[src/sv/scan_code_to_ascii_fifo_core_assert.svh]
// assertion macros shared by the scan code to ascii core
`ifndef SCAN_CODE_TO_ASCII_FIFO_CORE_ASSERT_SVH
`define SCAN_CODE_TO_ASCII_FIFO_CORE_ASSERT_SVH

// property that must hold at every clock edge out of reset
`define SC2A_ASSERT_ALWAYS(label, prop, msg) \
    label: assert property (@(posedge clk) disable iff (!rst_n) (prop)) else $error(msg);

// antecedent in a cycle implies consequent in the next
`define SC2A_ASSERT_NEXT(label, ante, cons, msg) \
    label: assert property (@(posedge clk) disable iff (!rst_n) (ante) |=> (cons)) \
        else $error(msg);

// antecedent implies consequent in the same cycle
`define SC2A_ASSERT_SAME(label, ante, cons, msg) \
    label: assert property (@(posedge clk) disable iff (!rst_n) (ante) |-> (cons)) \
        else $error(msg);

`endif

[src/sv/sc2a_pkg.sv]
// package with constants and the set-1 scan code table
`timescale 1ns / 1ps
package sc2a_pkg;

    localparam int FIFO_DEPTH_DEF = 64;

    // request kinds
    localparam logic FUNC_SCAN = 1'b0;
    localparam logic FUNC_READ = 1'b1;

    localparam logic [7:0] KEY_LSHIFT = 8'd128;
    localparam logic [7:0] KEY_RSHIFT = 8'd129;
    localparam logic [7:0] KEY_ALT    = 8'd130;

    localparam logic [7:0] CHAR_LOWER_A = 8'd97;
    localparam logic [7:0] CHAR_LOWER_Z = 8'd122;
    localparam logic [7:0] CASE_OFFSET  = 8'd32;

    localparam logic [6:0] FILL_MAX = 7'd127;

    // fixed us layout, code 0 for unmapped keys
    function automatic logic [7:0] scan_lookup(input logic [6:0] code);
        logic [7:0] ch;
        ch = 8'h00;
        case (code)
            7'd1:    ch = 8'd27;
            7'd2:    ch = 8'h31;
            7'd3:    ch = 8'h32;
            7'd4:    ch = 8'h33;
            7'd5:    ch = 8'h34;
            7'd6:    ch = 8'h35;
            7'd7:    ch = 8'h36;
            7'd8:    ch = 8'h37;
            7'd9:    ch = 8'h38;
            7'd10:   ch = 8'h39;
            7'd11:   ch = 8'h30;
            7'd12:   ch = 8'h2D;
            7'd13:   ch = 8'h3D;
            7'd14:   ch = 8'd8;
            7'd15:   ch = 8'd9;
            7'd16:   ch = 8'h71;
            7'd17:   ch = 8'h77;
            7'd18:   ch = 8'h65;
            7'd19:   ch = 8'h72;
            7'd20:   ch = 8'h74;
            7'd21:   ch = 8'h79;
            7'd22:   ch = 8'h75;
            7'd23:   ch = 8'h69;
            7'd24:   ch = 8'h6F;
            7'd25:   ch = 8'h70;
            7'd26:   ch = 8'h5B;
            7'd27:   ch = 8'h5D;
            7'd28:   ch = 8'd10;
            7'd30:   ch = 8'h61;
            7'd31:   ch = 8'h73;
            7'd32:   ch = 8'h64;
            7'd33:   ch = 8'h66;
            7'd34:   ch = 8'h67;
            7'd35:   ch = 8'h68;
            7'd36:   ch = 8'h6A;
            7'd37:   ch = 8'h6B;
            7'd38:   ch = 8'h6C;
            7'd39:   ch = 8'h3B;
            7'd40:   ch = 8'h27;
            7'd41:   ch = 8'h60;
            7'd42:   ch = KEY_LSHIFT;
            7'd43:   ch = 8'h5C;
            7'd44:   ch = 8'h7A;
            7'd45:   ch = 8'h78;
            7'd46:   ch = 8'h63;
            7'd47:   ch = 8'h76;
            7'd48:   ch = 8'h62;
            7'd49:   ch = 8'h6E;
            7'd50:   ch = 8'h6D;
            7'd51:   ch = 8'h2C;
            7'd52:   ch = 8'h2E;
            7'd53:   ch = 8'h2F;
            7'd54:   ch = KEY_RSHIFT;
            7'd55:   ch = 8'h2A;
            7'd56:   ch = KEY_ALT;
            7'd57:   ch = 8'h20;
            7'd74:   ch = 8'h2D;
            7'd78:   ch = 8'h2B;
            default: ch = 8'h00;
        endcase
        return ch;
    endfunction

endpackage

[src/sv/sc2a_req_if.sv]
// request channel: scan code or character read
`timescale 1ns / 1ps
interface sc2a_req_if;
    logic       valid;
    logic       ready;
    logic       func;
    logic [7:0] key_code;

    modport source (output valid, output func, output key_code, input ready);
    modport sink (input valid, input func, input key_code, output ready);
endinterface

[src/sv/sc2a_rsp_if.sv]
// result channel: popped character, drop flag, fill level and modifiers
`timescale 1ns / 1ps
interface sc2a_rsp_if;
    logic       valid;
    logic       ready;
    logic       read_valid;
    logic [7:0] read_char;
    logic       dropped;
    logic [6:0] fill_level;
    logic       shift_active;
    logic       alt_active;

    modport source (output valid, output read_valid, output read_char, output dropped,
                    output fill_level, output shift_active, output alt_active,
                    input ready);
    modport sink (input valid, input read_valid, input read_char, input dropped,
                  input fill_level, input shift_active, input alt_active,
                  output ready);
endinterface

[src/sv/sc2a_ram.sv]
// generic single write port ram with registered read
`timescale 1ns / 1ps
module sc2a_ram #(
    parameter int WIDTH = 8,
    parameter int DEPTH = 64
) (
    input  logic                     clk,
    input  logic                     we,
    input  logic [$clog2(DEPTH)-1:0] waddr,
    input  logic [WIDTH-1:0]         wdata,
    input  logic                     re,
    input  logic [$clog2(DEPTH)-1:0] raddr,
    output logic [WIDTH-1:0]         rdata
);
    logic [WIDTH-1:0] mem [DEPTH];

    // write port
    always_ff @(posedge clk)
    begin
        if (we)
        begin
            mem[waddr] <= wdata;
        end
    end

    // registered read, holds when not enabled
    always_ff @(posedge clk)
    begin
        if (re)
        begin
            rdata <= mem[raddr];
        end
    end
endmodule

[src/sv/scan_code_to_ascii_fifo_core.sv]
// top level: set-1 scan code decoder with character fifo
`timescale 1ns / 1ps
`include "scan_code_to_ascii_fifo_core_assert.svh"
// Each request either carries a set-1 scan code (func 0) or asks to pop one
// character (func 1) and gives exactly one result. A new request is taken
// every cycle unless a stalled result holds stage one; a result passes
// through s1, beside the registered read of the character ram, and s2. Shift
// and alt state, the fifo pointers and the fill count are updated at the edge
// that takes the request, so back to back requests see each other at once.
// Reading an empty fifo returns read_valid 0; a character that meets a full
// fifo is discarded and flagged in dropped. fill_level saturates at 127.
module scan_code_to_ascii_fifo_core #(
    parameter int FIFO_DEPTH = sc2a_pkg::FIFO_DEPTH_DEF
) (
    input logic       clk,
    input logic       rst_n,
    sc2a_req_if.sink  req,
    sc2a_rsp_if.source rsp
);
    import sc2a_pkg::*;

    localparam int PW = (FIFO_DEPTH > 1) ? $clog2(FIFO_DEPTH) : 1;
    localparam int CW = $clog2(FIFO_DEPTH + 1);
    localparam int LW = (CW > 7) ? CW : 7;

    typedef struct packed {
        logic       pop;
        logic       dropped;
        logic [6:0] fill_level;
        logic       shift_active;
        logic       alt_active;
    } meta_t;

    // architectural state
    logic          lshift_reg, lshift_next;
    logic          rshift_reg, rshift_next;
    logic          alt_reg, alt_next;
    logic [PW-1:0] wr_ptr_reg, wr_ptr_next;
    logic [PW-1:0] rd_ptr_reg, rd_ptr_next;
    logic [CW-1:0] cnt_reg, cnt_next;

    // pipeline stages
    logic          s1_valid_reg, s1_valid_next;
    meta_t         s1_meta_reg;
    logic          s2_valid_reg, s2_valid_next;
    meta_t         s2_meta_reg;
    logic [7:0]    s2_char_reg;

    logic          in_fire, s1_adv;
    logic [7:0]    table_ch, push_ch, ram_q;
    logic          is_mod, push_try, full, push, pop, drop;
    logic [LW-1:0] cnt_ext;
    meta_t         meta_in;

    // handshake
    assign s1_adv    = s1_valid_reg && (!s2_valid_reg || rsp.ready);
    assign req.ready = !s1_valid_reg || s1_adv;
    assign in_fire   = req.valid && req.ready;

    // decode of the request
    always_comb
    begin
        table_ch = scan_lookup(req.key_code[6:0]);
        is_mod   = (table_ch == KEY_LSHIFT) || (table_ch == KEY_RSHIFT)
                   || (table_ch == KEY_ALT);
        full     = (cnt_reg == CW'(FIFO_DEPTH));
        push_try = (req.func == FUNC_SCAN) && !req.key_code[7] && !is_mod;
        push     = in_fire && push_try && !full;
        drop     = push_try && full;
        pop      = in_fire && (req.func == FUNC_READ) && (cnt_reg != '0);
        push_ch  = table_ch;
        if ((lshift_reg || rshift_reg) && (table_ch >= CHAR_LOWER_A)
            && (table_ch <= CHAR_LOWER_Z))
        begin
            push_ch = table_ch - CASE_OFFSET;
        end
    end

    // modifier flags, pointers and count
    always_comb
    begin
        lshift_next = lshift_reg;
        rshift_next = rshift_reg;
        alt_next    = alt_reg;
        wr_ptr_next = wr_ptr_reg;
        rd_ptr_next = rd_ptr_reg;
        cnt_next    = cnt_reg;
        if (in_fire && (req.func == FUNC_SCAN))
        begin
            if (table_ch == KEY_LSHIFT)
            begin
                lshift_next = !req.key_code[7];
            end
            if (table_ch == KEY_RSHIFT)
            begin
                rshift_next = !req.key_code[7];
            end
            if (table_ch == KEY_ALT)
            begin
                alt_next = !req.key_code[7];
            end
        end
        if (push)
        begin
            wr_ptr_next = (wr_ptr_reg == PW'(FIFO_DEPTH - 1)) ? '0 : wr_ptr_reg + 1'b1;
            cnt_next    = cnt_reg + 1'b1;
        end
        if (pop)
        begin
            rd_ptr_next = (rd_ptr_reg == PW'(FIFO_DEPTH - 1)) ? '0 : rd_ptr_reg + 1'b1;
            cnt_next    = cnt_reg - 1'b1;
        end
    end

    // result fields known at accept time
    always_comb
    begin
        cnt_ext              = LW'(cnt_next);
        meta_in.pop          = pop;
        meta_in.dropped      = drop;
        meta_in.fill_level   = (cnt_ext > LW'(FILL_MAX)) ? FILL_MAX : cnt_ext[6:0];
        meta_in.shift_active = lshift_next || rshift_next;
        meta_in.alt_active   = alt_next;
    end

    // stage valids
    always_comb
    begin
        s1_valid_next = s1_valid_reg;
        s2_valid_next = s2_valid_reg;
        if (rsp.ready)
        begin
            s2_valid_next = 1'b0;
        end
        if (s1_adv)
        begin
            s2_valid_next = 1'b1;
            s1_valid_next = 1'b0;
        end
        if (in_fire)
        begin
            s1_valid_next = 1'b1;
        end
    end

    // control registers
    always_ff @(posedge clk or negedge rst_n)
    begin
        if (!rst_n)
        begin
            lshift_reg   <= 1'b0;
            rshift_reg   <= 1'b0;
            alt_reg      <= 1'b0;
            wr_ptr_reg   <= '0;
            rd_ptr_reg   <= '0;
            cnt_reg      <= '0;
            s1_valid_reg <= 1'b0;
            s2_valid_reg <= 1'b0;
        end
        else
        begin
            lshift_reg   <= lshift_next;
            rshift_reg   <= rshift_next;
            alt_reg      <= alt_next;
            wr_ptr_reg   <= wr_ptr_next;
            rd_ptr_reg   <= rd_ptr_next;
            cnt_reg      <= cnt_next;
            s1_valid_reg <= s1_valid_next;
            s2_valid_reg <= s2_valid_next;
        end
    end

    // payload registers
    always_ff @(posedge clk)
    begin
        if (in_fire)
        begin
            s1_meta_reg <= meta_in;
        end
        if (s1_adv)
        begin
            s2_meta_reg <= s1_meta_reg;
            s2_char_reg <= s1_meta_reg.pop ? ram_q : 8'h00;
        end
    end

    // character store
    sc2a_ram #(
        .WIDTH (8),
        .DEPTH (FIFO_DEPTH)
    ) u_char_ram (
        .clk   (clk),
        .we    (push),
        .waddr (wr_ptr_reg),
        .wdata (push_ch),
        .re    (pop),
        .raddr (rd_ptr_reg),
        .rdata (ram_q)
    );

    // result port
    assign rsp.valid        = s2_valid_reg;
    assign rsp.read_valid   = s2_meta_reg.pop;
    assign rsp.read_char    = s2_char_reg;
    assign rsp.dropped      = s2_meta_reg.dropped;
    assign rsp.fill_level   = s2_meta_reg.fill_level;
    assign rsp.shift_active = s2_meta_reg.shift_active;
    assign rsp.alt_active   = s2_meta_reg.alt_active;

    // checks
    `SC2A_ASSERT_ALWAYS(a_cnt_bound, cnt_reg <= CW'(FIFO_DEPTH), "fifo count above depth")
    `SC2A_ASSERT_SAME(a_no_push_pop, push, !pop, "push and pop for one request")
    `SC2A_ASSERT_NEXT(a_empty_read,
        in_fire && (req.func == FUNC_READ) && (cnt_reg == '0),
        $stable(cnt_reg) && $stable(rd_ptr_reg), "empty read changed fifo state")
    `SC2A_ASSERT_NEXT(a_s1_hold, s1_valid_reg && !s1_adv,
        s1_valid_reg && $stable(s1_meta_reg), "stalled stage one lost its request")
    `SC2A_ASSERT_SAME(a_drop_full, rsp.valid && rsp.dropped, !rsp.read_valid,
        "drop flagged on a read result")
endmodule

[src/flat_wrapper.sv]
// flat-port wrapper written by rule: the top's interface ports become plain ports
module scan_code_to_ascii_fifo_core_flat import sc2a_pkg::*;
#(
    parameter int FIFO_DEPTH = sc2a_pkg::FIFO_DEPTH_DEF
)
  (clk, rst_n, req_valid, req_func, req_key_code, req_ready, rsp_valid, rsp_read_valid, rsp_read_char, rsp_dropped, rsp_fill_level, rsp_shift_active, rsp_alt_active, rsp_ready);
  sc2a_req_if req_i ();
  sc2a_rsp_if rsp_i ();
  input logic clk;
  input logic rst_n;
  input wire logic [$bits(req_i.valid)-1:0] req_valid;
  input wire logic [$bits(req_i.func)-1:0] req_func;
  input wire logic [$bits(req_i.key_code)-1:0] req_key_code;
  output wire logic [$bits(req_i.ready)-1:0] req_ready;
  output wire logic [$bits(rsp_i.valid)-1:0] rsp_valid;
  output wire logic [$bits(rsp_i.read_valid)-1:0] rsp_read_valid;
  output wire logic [$bits(rsp_i.read_char)-1:0] rsp_read_char;
  output wire logic [$bits(rsp_i.dropped)-1:0] rsp_dropped;
  output wire logic [$bits(rsp_i.fill_level)-1:0] rsp_fill_level;
  output wire logic [$bits(rsp_i.shift_active)-1:0] rsp_shift_active;
  output wire logic [$bits(rsp_i.alt_active)-1:0] rsp_alt_active;
  input wire logic [$bits(rsp_i.ready)-1:0] rsp_ready;
  assign req_i.valid = req_valid;
  assign req_i.func = req_func;
  assign req_i.key_code = req_key_code;
  assign req_ready = req_i.ready;
  assign rsp_valid = rsp_i.valid;
  assign rsp_read_valid = rsp_i.read_valid;
  assign rsp_read_char = rsp_i.read_char;
  assign rsp_dropped = rsp_i.dropped;
  assign rsp_fill_level = rsp_i.fill_level;
  assign rsp_shift_active = rsp_i.shift_active;
  assign rsp_alt_active = rsp_i.alt_active;
  assign rsp_i.ready = rsp_ready;
  scan_code_to_ascii_fifo_core #(.FIFO_DEPTH(FIFO_DEPTH)) u_core (.clk(clk), .rst_n(rst_n), .req(req_i), .rsp(rsp_i));
endmodule
[config.mk]
export PLATFORM = sky130hd
export DESIGN_NAME = scan_code_to_ascii_fifo_core_flat
export DESIGN_NICKNAME = d
export VERILOG_FILES = /design/src/sv/sc2a_pkg.sv /design/src/sv/sc2a_req_if.sv /design/src/sv/sc2a_rsp_if.sv /design/src/sv/sc2a_ram.sv /design/src/sv/scan_code_to_ascii_fifo_core.sv /design/src/flat_wrapper.sv
export VERILOG_INCLUDE_DIRS = /design/src /design/src/sv
export SDC_FILE = /design/constraint.sdc
export NUM_CORES = 1
export LEC_CHECK = 0
export BUFFER_PORTS_ARGS = -buffer_cell sky130_fd_sc_hd__buf_2
export CAP_MARGIN = 20
export CORE_MARGIN = 2
export CORE_UTILIZATION = 57
export CTS_BUF_LIST = sky130_fd_sc_hd__clkbuf_4 sky130_fd_sc_hd__clkbuf_8
export DETAILED_ROUTE_END_ITERATION = 6
export PLACE_DENSITY = 0.76
export SLEW_MARGIN = 25
export SYNTH_ARGS = -nofsm -noshare
export SYNTH_HDL_FRONTEND = slang
export SYNTH_SLANG_ARGS = --single-unit
[constraint.sdc]
create_clock -name clk -period 3.6 [get_ports clk]
set_clock_uncertainty 0.15 [all_clocks]
set_input_delay 0.18 -clock clk [delete_from_list [all_inputs] [get_ports clk]]
set_output_delay 0.18 -clock clk [all_outputs]
set_load 0.05 [all_outputs]
==> results of run 1 <==
[critical path: cells and delay by family (launching register included)]
kind,cells,cell delay (ns)
and+or+nand+nor,5,1.50
DFF,1,0.38
buffers and inverters,2,0.33
adders and majority gates,1,0.24
AOI/OAI and AO/OA,1,0.16
[worst min-delay path by stage]
stage | end | cells past startpoint
floorplan | u_core.alt_reg | 0
global placement | u_core.alt_reg | 1
detailed placement | u_core.alt_reg | 1
CTS | u_core.rsp.valid | 4
global route | u_core.lshift_reg | 3
finish | u_core.rsp.valid | 4
[through the flow]
step                      instances  hold slack, ns  power, µW  setup WS (ns)  instance area (µm²)
final                          1904           0.253      17600          0.468                26700
after global routing           1904           0.259      18300          0.221                26700
after CTS                      1904           0.218      17700          0.441                26700
after detailed placement       1733          0.0687      12500         -0.135                24900
after global placement         1733          0.0729      12500        -0.0769                24900
after floorplan                1148          -0.266      11100         -0.163                23500
[where the power goes]
part | internal, µW | leakage (µW) | switching (µW)
clock | 2870 | 0.000919 | 2400
combinational | 2180 | 0.00249 | 2240
sequential | 7650 | 0.00532 | 265
[repair_timing]
item / 4_1_cts / 5_1_grt
gates resized for setup: 0 / 0
hold buffers: 8 / 0
endpoints found under the hold margin: 41 / 0
[cell usage after synthesis, types with 3 or more instances]
library cell / instances
nand3_1: 13
o41ai_1: 3
nand4_1: 3
mux2i_1: 6
xnor2_1: 5
and2_1: 11
nor4_1: 4
nand2_1: 26
edfxtp_1: 550
buf_2: 17
and3_1: 3
a21o_1: 5
nand3b_1: 8
nor2_2: 8
buf_4: 3
or3_1: 7
buf_1: 12
mux2_2: 3
nand2b_1: 11
nor3_1: 3
a31oi_1: 4
clkbuf_1: 34
nor2b_1: 5
o31ai_1: 4
mux4_2: 169
nor3b_1: 4
o211ai_1: 3
o21ai_0: 15
or2_2: 3
buf_6: 8
dfrtp_1: 24
ha_1: 17
inv_1: 13
xor2_1: 12
nor2_1: 78
a21oi_1: 12
[final cells by class]
cell class / instances / area (µm²) / share of cell area
sequential: 574 / 17100 / 0.641
tap: 532 / 666 / 0.0249
multi-input combinational: 485 / 5980 / 0.224
clock inverter: 39 / 225 / 0.00844
timing repair buffer: 135 / 1120 / 0.0421
clock buffer: 124 / 1520 / 0.0569
inverter: 15 / 56.3 / 0.00211
[cells by family after synthesis]
logic type | Yosys count | synth area share
buffers and inverters | 89 | 0.0183
AOI/OAI and AO/OA | 70 | 0.0206
and+or+nand+nor | 202 | 0.0449
DFF | 574 | 0.733
xor gates and xnor gates | 17 | 0.00638
adders and majority gates | 17 | 0.00911
muxes | 179 | 0.168
[routing by layer]
layer | share of wire | vias up | global-route usage
li1 | - | 5030 | -
met1 | 0.41 | 6047 | 0.333
met2 | 0.50 | 530 | 0.368
met3 | 0.081 | 66 | 0.0437
met4 | 0.018 | 0 | 0.0719
met5 | 0 | - | 0
==> metrics.txt, run 1 <==
commonest non-fill, non-tap cell in the layout=edfxtp_1; TritonCTS clock tree=built; vias in the first global route=11800; r2r startpoint=u_core.cnt_reg[0]; Critical Path, Cell by Cell=inv_1 -> ha_1 -> nand3_1 -> nand2_1 -> nor2_1 -> o21ai_2 -> buf_4 -> or3_1 -> nor2_1; Hold Path Class=in -> reg; Final Util=0.657; reg-to-reg setup timing slack=0.47 ns; CTS max path bufs=3; RSZ-0062 raised after global routing=false; Port Buffer Count=33; Slew headroom=0.430; Gate Count Post-Synth=1148; post-layout min period=3.13 ns; biggest area consumer among synthesized cells=edfxtp_1; H-tree levels=3; DRT iter0 DRCs=1220; final setup violation count=0; Die W=206 µm; static leakage=0.00873 µW; Congestion Overflow GR=0; Synth warnings=0; Core Region=0.0406 mm²; Remaining DRCs=0; commonest non-fill, non-tap cells in the layout=550 x edfxtp_1, 169 x mux4_2, 94 x clkbuf_8; # diodes=0; overall routing resource usage=0.232; Worst EP arrival=3.24 ns; Largest register FFs=512; WS Path Type=reg -> reg; Filler cells=2519; PD cells=659 mW/mm²; Seq/Total Area, Yosys=0.733; crit path max fanout=8; post-route ant nets=0; slowest CP cell=nor2_1; clock latency on the worst-skew pair=0.63 ns; max-cap violations=0; area share of the largest cell type after synthesis=0.707; Worst-Margin Slew=0.852 ns; Worst-path clk slew=0.06 ns; DR vias=11700; final wirelength=47500 µm; crit path capture type=flop; Synth area leaders=edfxtp_1 71%, mux4_2 16%, dfrtp_1 2.6%; status=complete, no violations; Worst Reg2Reg Path Length in Cells=9; area of the mapped netlist=0.0233 mm²; Post-synth top flop=edfxtp_1; first-pass GRT wire length=72300 µm; max incr delay on CP=0.68 ns; Critical Path Sink=u_core.u_char_ram.mem[46][2]; Die Ht=206 µm; post-CTS setup buffers=0; Syn Nets=1178; CP startpoint kind=flop; Sink Count=574; # IOs=34; Area Growth Syn to Fin=14.3%; Yosys cell types=67; Final Cycle Share=0.870; fmax=0.319 GHz; number of enable flip-flop cells after synthesis=550; Hold Fails Final Rpt=0; most numerous cell on the critical path=nor2_1; nets=1330; initial antenna violation count=0; synthesized flop and latch total=574; ys async rst share=0.0418; RR Endpoint=u_core.u_char_ram.mem[46][2]; Initial Util=0.574; Crit path required time=3.71 ns; setup total negative slack=0 ns; DRT Pass-1 Iters=7; gpl congestion=0.911; routed len/inst=24.9 µm; DP Wirelength=29600 µm; crit path launch=u_core.cnt_reg[0]; DR vias/cell=6.13; Slew Limit Fails=0; syn avg cell area=20.3 µm²; CTS Buf Count=89; Max VDD drop=0.316 mV; FP Rows=74; die area=0.0426 mm²; hold path start=rsp_ready; cell chosen for the clock root=clkbuf_8; largest net degree at the start of global routing=70; share of cells above drive strength 1=0.362
(Power assumes the default switching activity.)
==> run 2: changes to the inputs <==
CELL_PAD_IN_SITES_DETAIL_PLACEMENT = 0   (was unset)
CELL_PAD_IN_SITES_GLOBAL_PLACEMENT = 1   (was unset)
CORE_UTILIZATION = 52   (was 57)
PLACE_DENSITY = unset   (was 0.76)
PLACE_DENSITY_LB_ADDON = 0.1   (was unset)
==> run 2 against run 1 <==
  * Cell count grew 3.5%
  * Worst hold slack lost 0.074 ns
  * Non-clock buffer count increased by 7
  * Flip-flop and latch count did not move
  * Global-route usage is 0.52 points lower
  * Total power grew 0.29%
  * Critical path type unchanged
  * Largest power group unchanged
==> metrics.txt, run 2 (same netlist as run 1, synthesis figures left out) <==
setup total negative slack=0 ns (unchanged); crit path buf inv count=1 (was 2); Crit path required time=3.85 ns (was 3.71 ns); H-tree levels=3 (unchanged); share of cells above drive strength 1=0.366 (was 0.362); RSZ-0062 raised after global routing=false (unchanged); cell chosen for the clock root=clkbuf_8 (unchanged); Final Power=17600 µW (about the same); post-layout min period=3.14 ns (was 3.13 ns); CTS max path bufs=3 (unchanged); Area Growth Syn to Fin=14.8% (was 14.3%); Hold Fails Final Rpt=0 (unchanged); status=complete, no violations (unchanged); Congestion Overflow GR=0 (unchanged); final setup violation count=0 (unchanged); TritonCTS clock tree=built (unchanged); vias in the first global route=11800 (about the same); Slew Limit Fails=0 (unchanged); DP Wirelength=31800 µm (was 29600 µm); reg-to-reg setup timing slack=0.46 ns (was 0.47 ns); Final Cycle Share=0.872 (was 0.870); initial antenna violation count=2 (was 0); Max VDD drop=0.366 mV (was 0.316 mV); Hold Path Class=in -> reg (unchanged); Remaining DRCs=0 (unchanged); most numerous cell on the critical path=mux4_2 (was nor2_1); Worst-path clk slew=0.06 ns (about the same); Slew headroom=0.447 (was 0.430); CP startpoint kind=flop (unchanged); CTS Buf Count=90 (was 89); DR vias=11500 (was 11700); cts repair resizes=0 (unchanged); commonest non-fill, non-tap cell in the layout=edfxtp_1 (unchanged); final wirelength=50800 µm (was 47500 µm); fmax=0.318 GHz (was 0.319 GHz); post-route ant nets=0 (unchanged); Die Ht=216 µm (was 206 µm); Final Util=0.605 (was 0.657); slowest CP cell=dfrtp_4 (was nor2_1); crit path launch=u_core.rd_ptr_reg[0] (was u_core.cnt_reg[0]); static leakage=0.00876 µW (was 0.00873 µW); Worst EP arrival=3.39 ns (was 3.24 ns); crit path capture type=flop (unchanged); WS Path Type=reg -> reg (unchanged); commonest non-fill, non-tap cells in the layout=550 x edfxtp_1, 169 x mux4_2, 92 x clkbuf_8 (was 550 x edfxtp_1, 169 x mux4_2, 94 x clkbuf_8); Hold Path Stages=4 (unchanged); Filler cells=3270 (was 2519); die area=0.0466 mm² (was 0.0426 mm²); max incr delay on CP=0.66 ns (was 0.68 ns); gpl congestion=0.852 (was 0.911); Die W=216 µm (was 206 µm); cell family with most CP delay=multiplexers (was simple AND/OR/NAND/NOR gates); r2r startpoint=u_core.rd_ptr_reg[0] (was u_core.cnt_reg[0]); hold path start=rsp_ready (unchanged); Worst-Margin Slew=0.827 ns (was 0.852 ns); largest net degree at the start of global routing=65 (was 70); DRT iter0 DRCs=1268 (was 1220); Initial Util=0.527 (was 0.574); Sink Count=574 (unchanged); Critical Path, Cell by Cell=buf_12 -> mux4_2 -> mux4_2 -> mux4_2 (was inv_1 -> ha_1 -> nand3_1 -> nand2_1 -> nor2_1 -> o21ai_2 -> buf_4 -> or3_1 -> nor2_1); # diodes=0 (unchanged); DRT Pass-1 Iters=5 (was 7); Area after DPL=0.0250 mm² (was 0.0249 mm²); first-pass GRT wire length=76600 µm (was 72300 µm); PD cells=658 mW/mm² (was 659 mW/mm²); clock latency on the worst-skew pair=0.67 ns (was 0.63 ns); Core Region=0.0443 mm² (was 0.0406 mm²); DR vias/cell=5.83 (was 6.13); Largest register FFs=512 (unchanged); sink of the worst hold path=u_core.rsp.valid (unchanged); # IOs=34 (unchanged); Port Buffer Count=33 (unchanged); FP Rows=77 (was 74); max-cap violations=0 (unchanged); crit path max fanout=35 (was 8); WHS=0.179 ns (was 0.253 ns); RR Endpoint=u_core.u_char_ram.rdata[1] (was u_core.u_char_ram.mem[46][2]); Worst Reg2Reg Path Length in Cells=4 (was 9); overall routing resource usage=0.227 (was 0.232); design area=0.0268 mm² (was 0.0267 mm²); routed len/inst=25.8 µm (was 24.9 µm); nets=1338 (was 1330)
[run 2: cell count changes in the layout (fill, tap and decap cells not counted), moves of 2 or more]
cell	previous run	this run
buf_4	81	86
clkinv_1	26	23
clkinv_2	7	10
clkbuf_8	94	92
[run 2: worst reg2reg max path: cells and delay by family (launching register included)]
family / cells / cell delay, ns
DFF: 1 / 0.66
buffers and inverters: 1 / 0.34
muxes: 3 / 1.72
[run 2: worst max-delay path by stage]
stage / to / cells past startpoint / slack (ns)
floorplan: u_core.u_char_ram.mem[57][0] / 11 / -0.16
global placement: u_core.u_char_ram.mem[38][6] / 15 / -0.02
detailed placement: u_core.u_char_ram.mem[45][5] / 14 / -0.02
CTS: u_core.u_char_ram.rdata[1] / 4 / 0.41
global route: u_core.u_char_ram.rdata[1] / 4 / 0.37
finish: u_core.u_char_ram.rdata[1] / 4 / 0.46
[run 2: layout make-up]
type / instances / area [µm²] / area share
flip-flops and latches: 574 / 17100 / 0.639
repair buffers: 142 / 1190 / 0.0444
clock buffers: 123 / 1500 / 0.0559
inverters: 15 / 56.3 / 0.00210
well taps: 592 / 741 / 0.0276
multi-input cells: 485 / 5980 / 0.223
clock inverters: 40 / 218 / 0.00812
[run 2: repair_timing]
action	CTS	global route
hold buffers	9	0
hold endpoints to repair	47	0
setup buffers	0	0
[run 2: through the flow]
stage          worst slack (ns)  instances
3_3_place_gp            -0.0213       1799
4_1_cts                   0.409       1971
5_1_grt                   0.366       1971
6_report                  0.460       1971
3_5_place_dp            -0.0216       1799
2_1_floorplan            -0.163       1148
[run 2: where the power goes]
part / switching (µW) / total, µW / internal [µW]
Combinational: 2320 / 4490 / 2170
Clock: 2430 / 5200 / 2770
Sequential: 303 / 7950 / 7650
Total: 5050 / 17600 / 12600
[run 2: routing by layer]
layer | routed length, µm | share of wire | global-route usage
met5 | 0 | 0 | 0
met4 | 1230 | 0.024 | 0.0696
met3 | 3090 | 0.061 | 0.0461
met2 | 23700 | 0.47 | 0.345
met1 | 22700 | 0.45 | 0.337
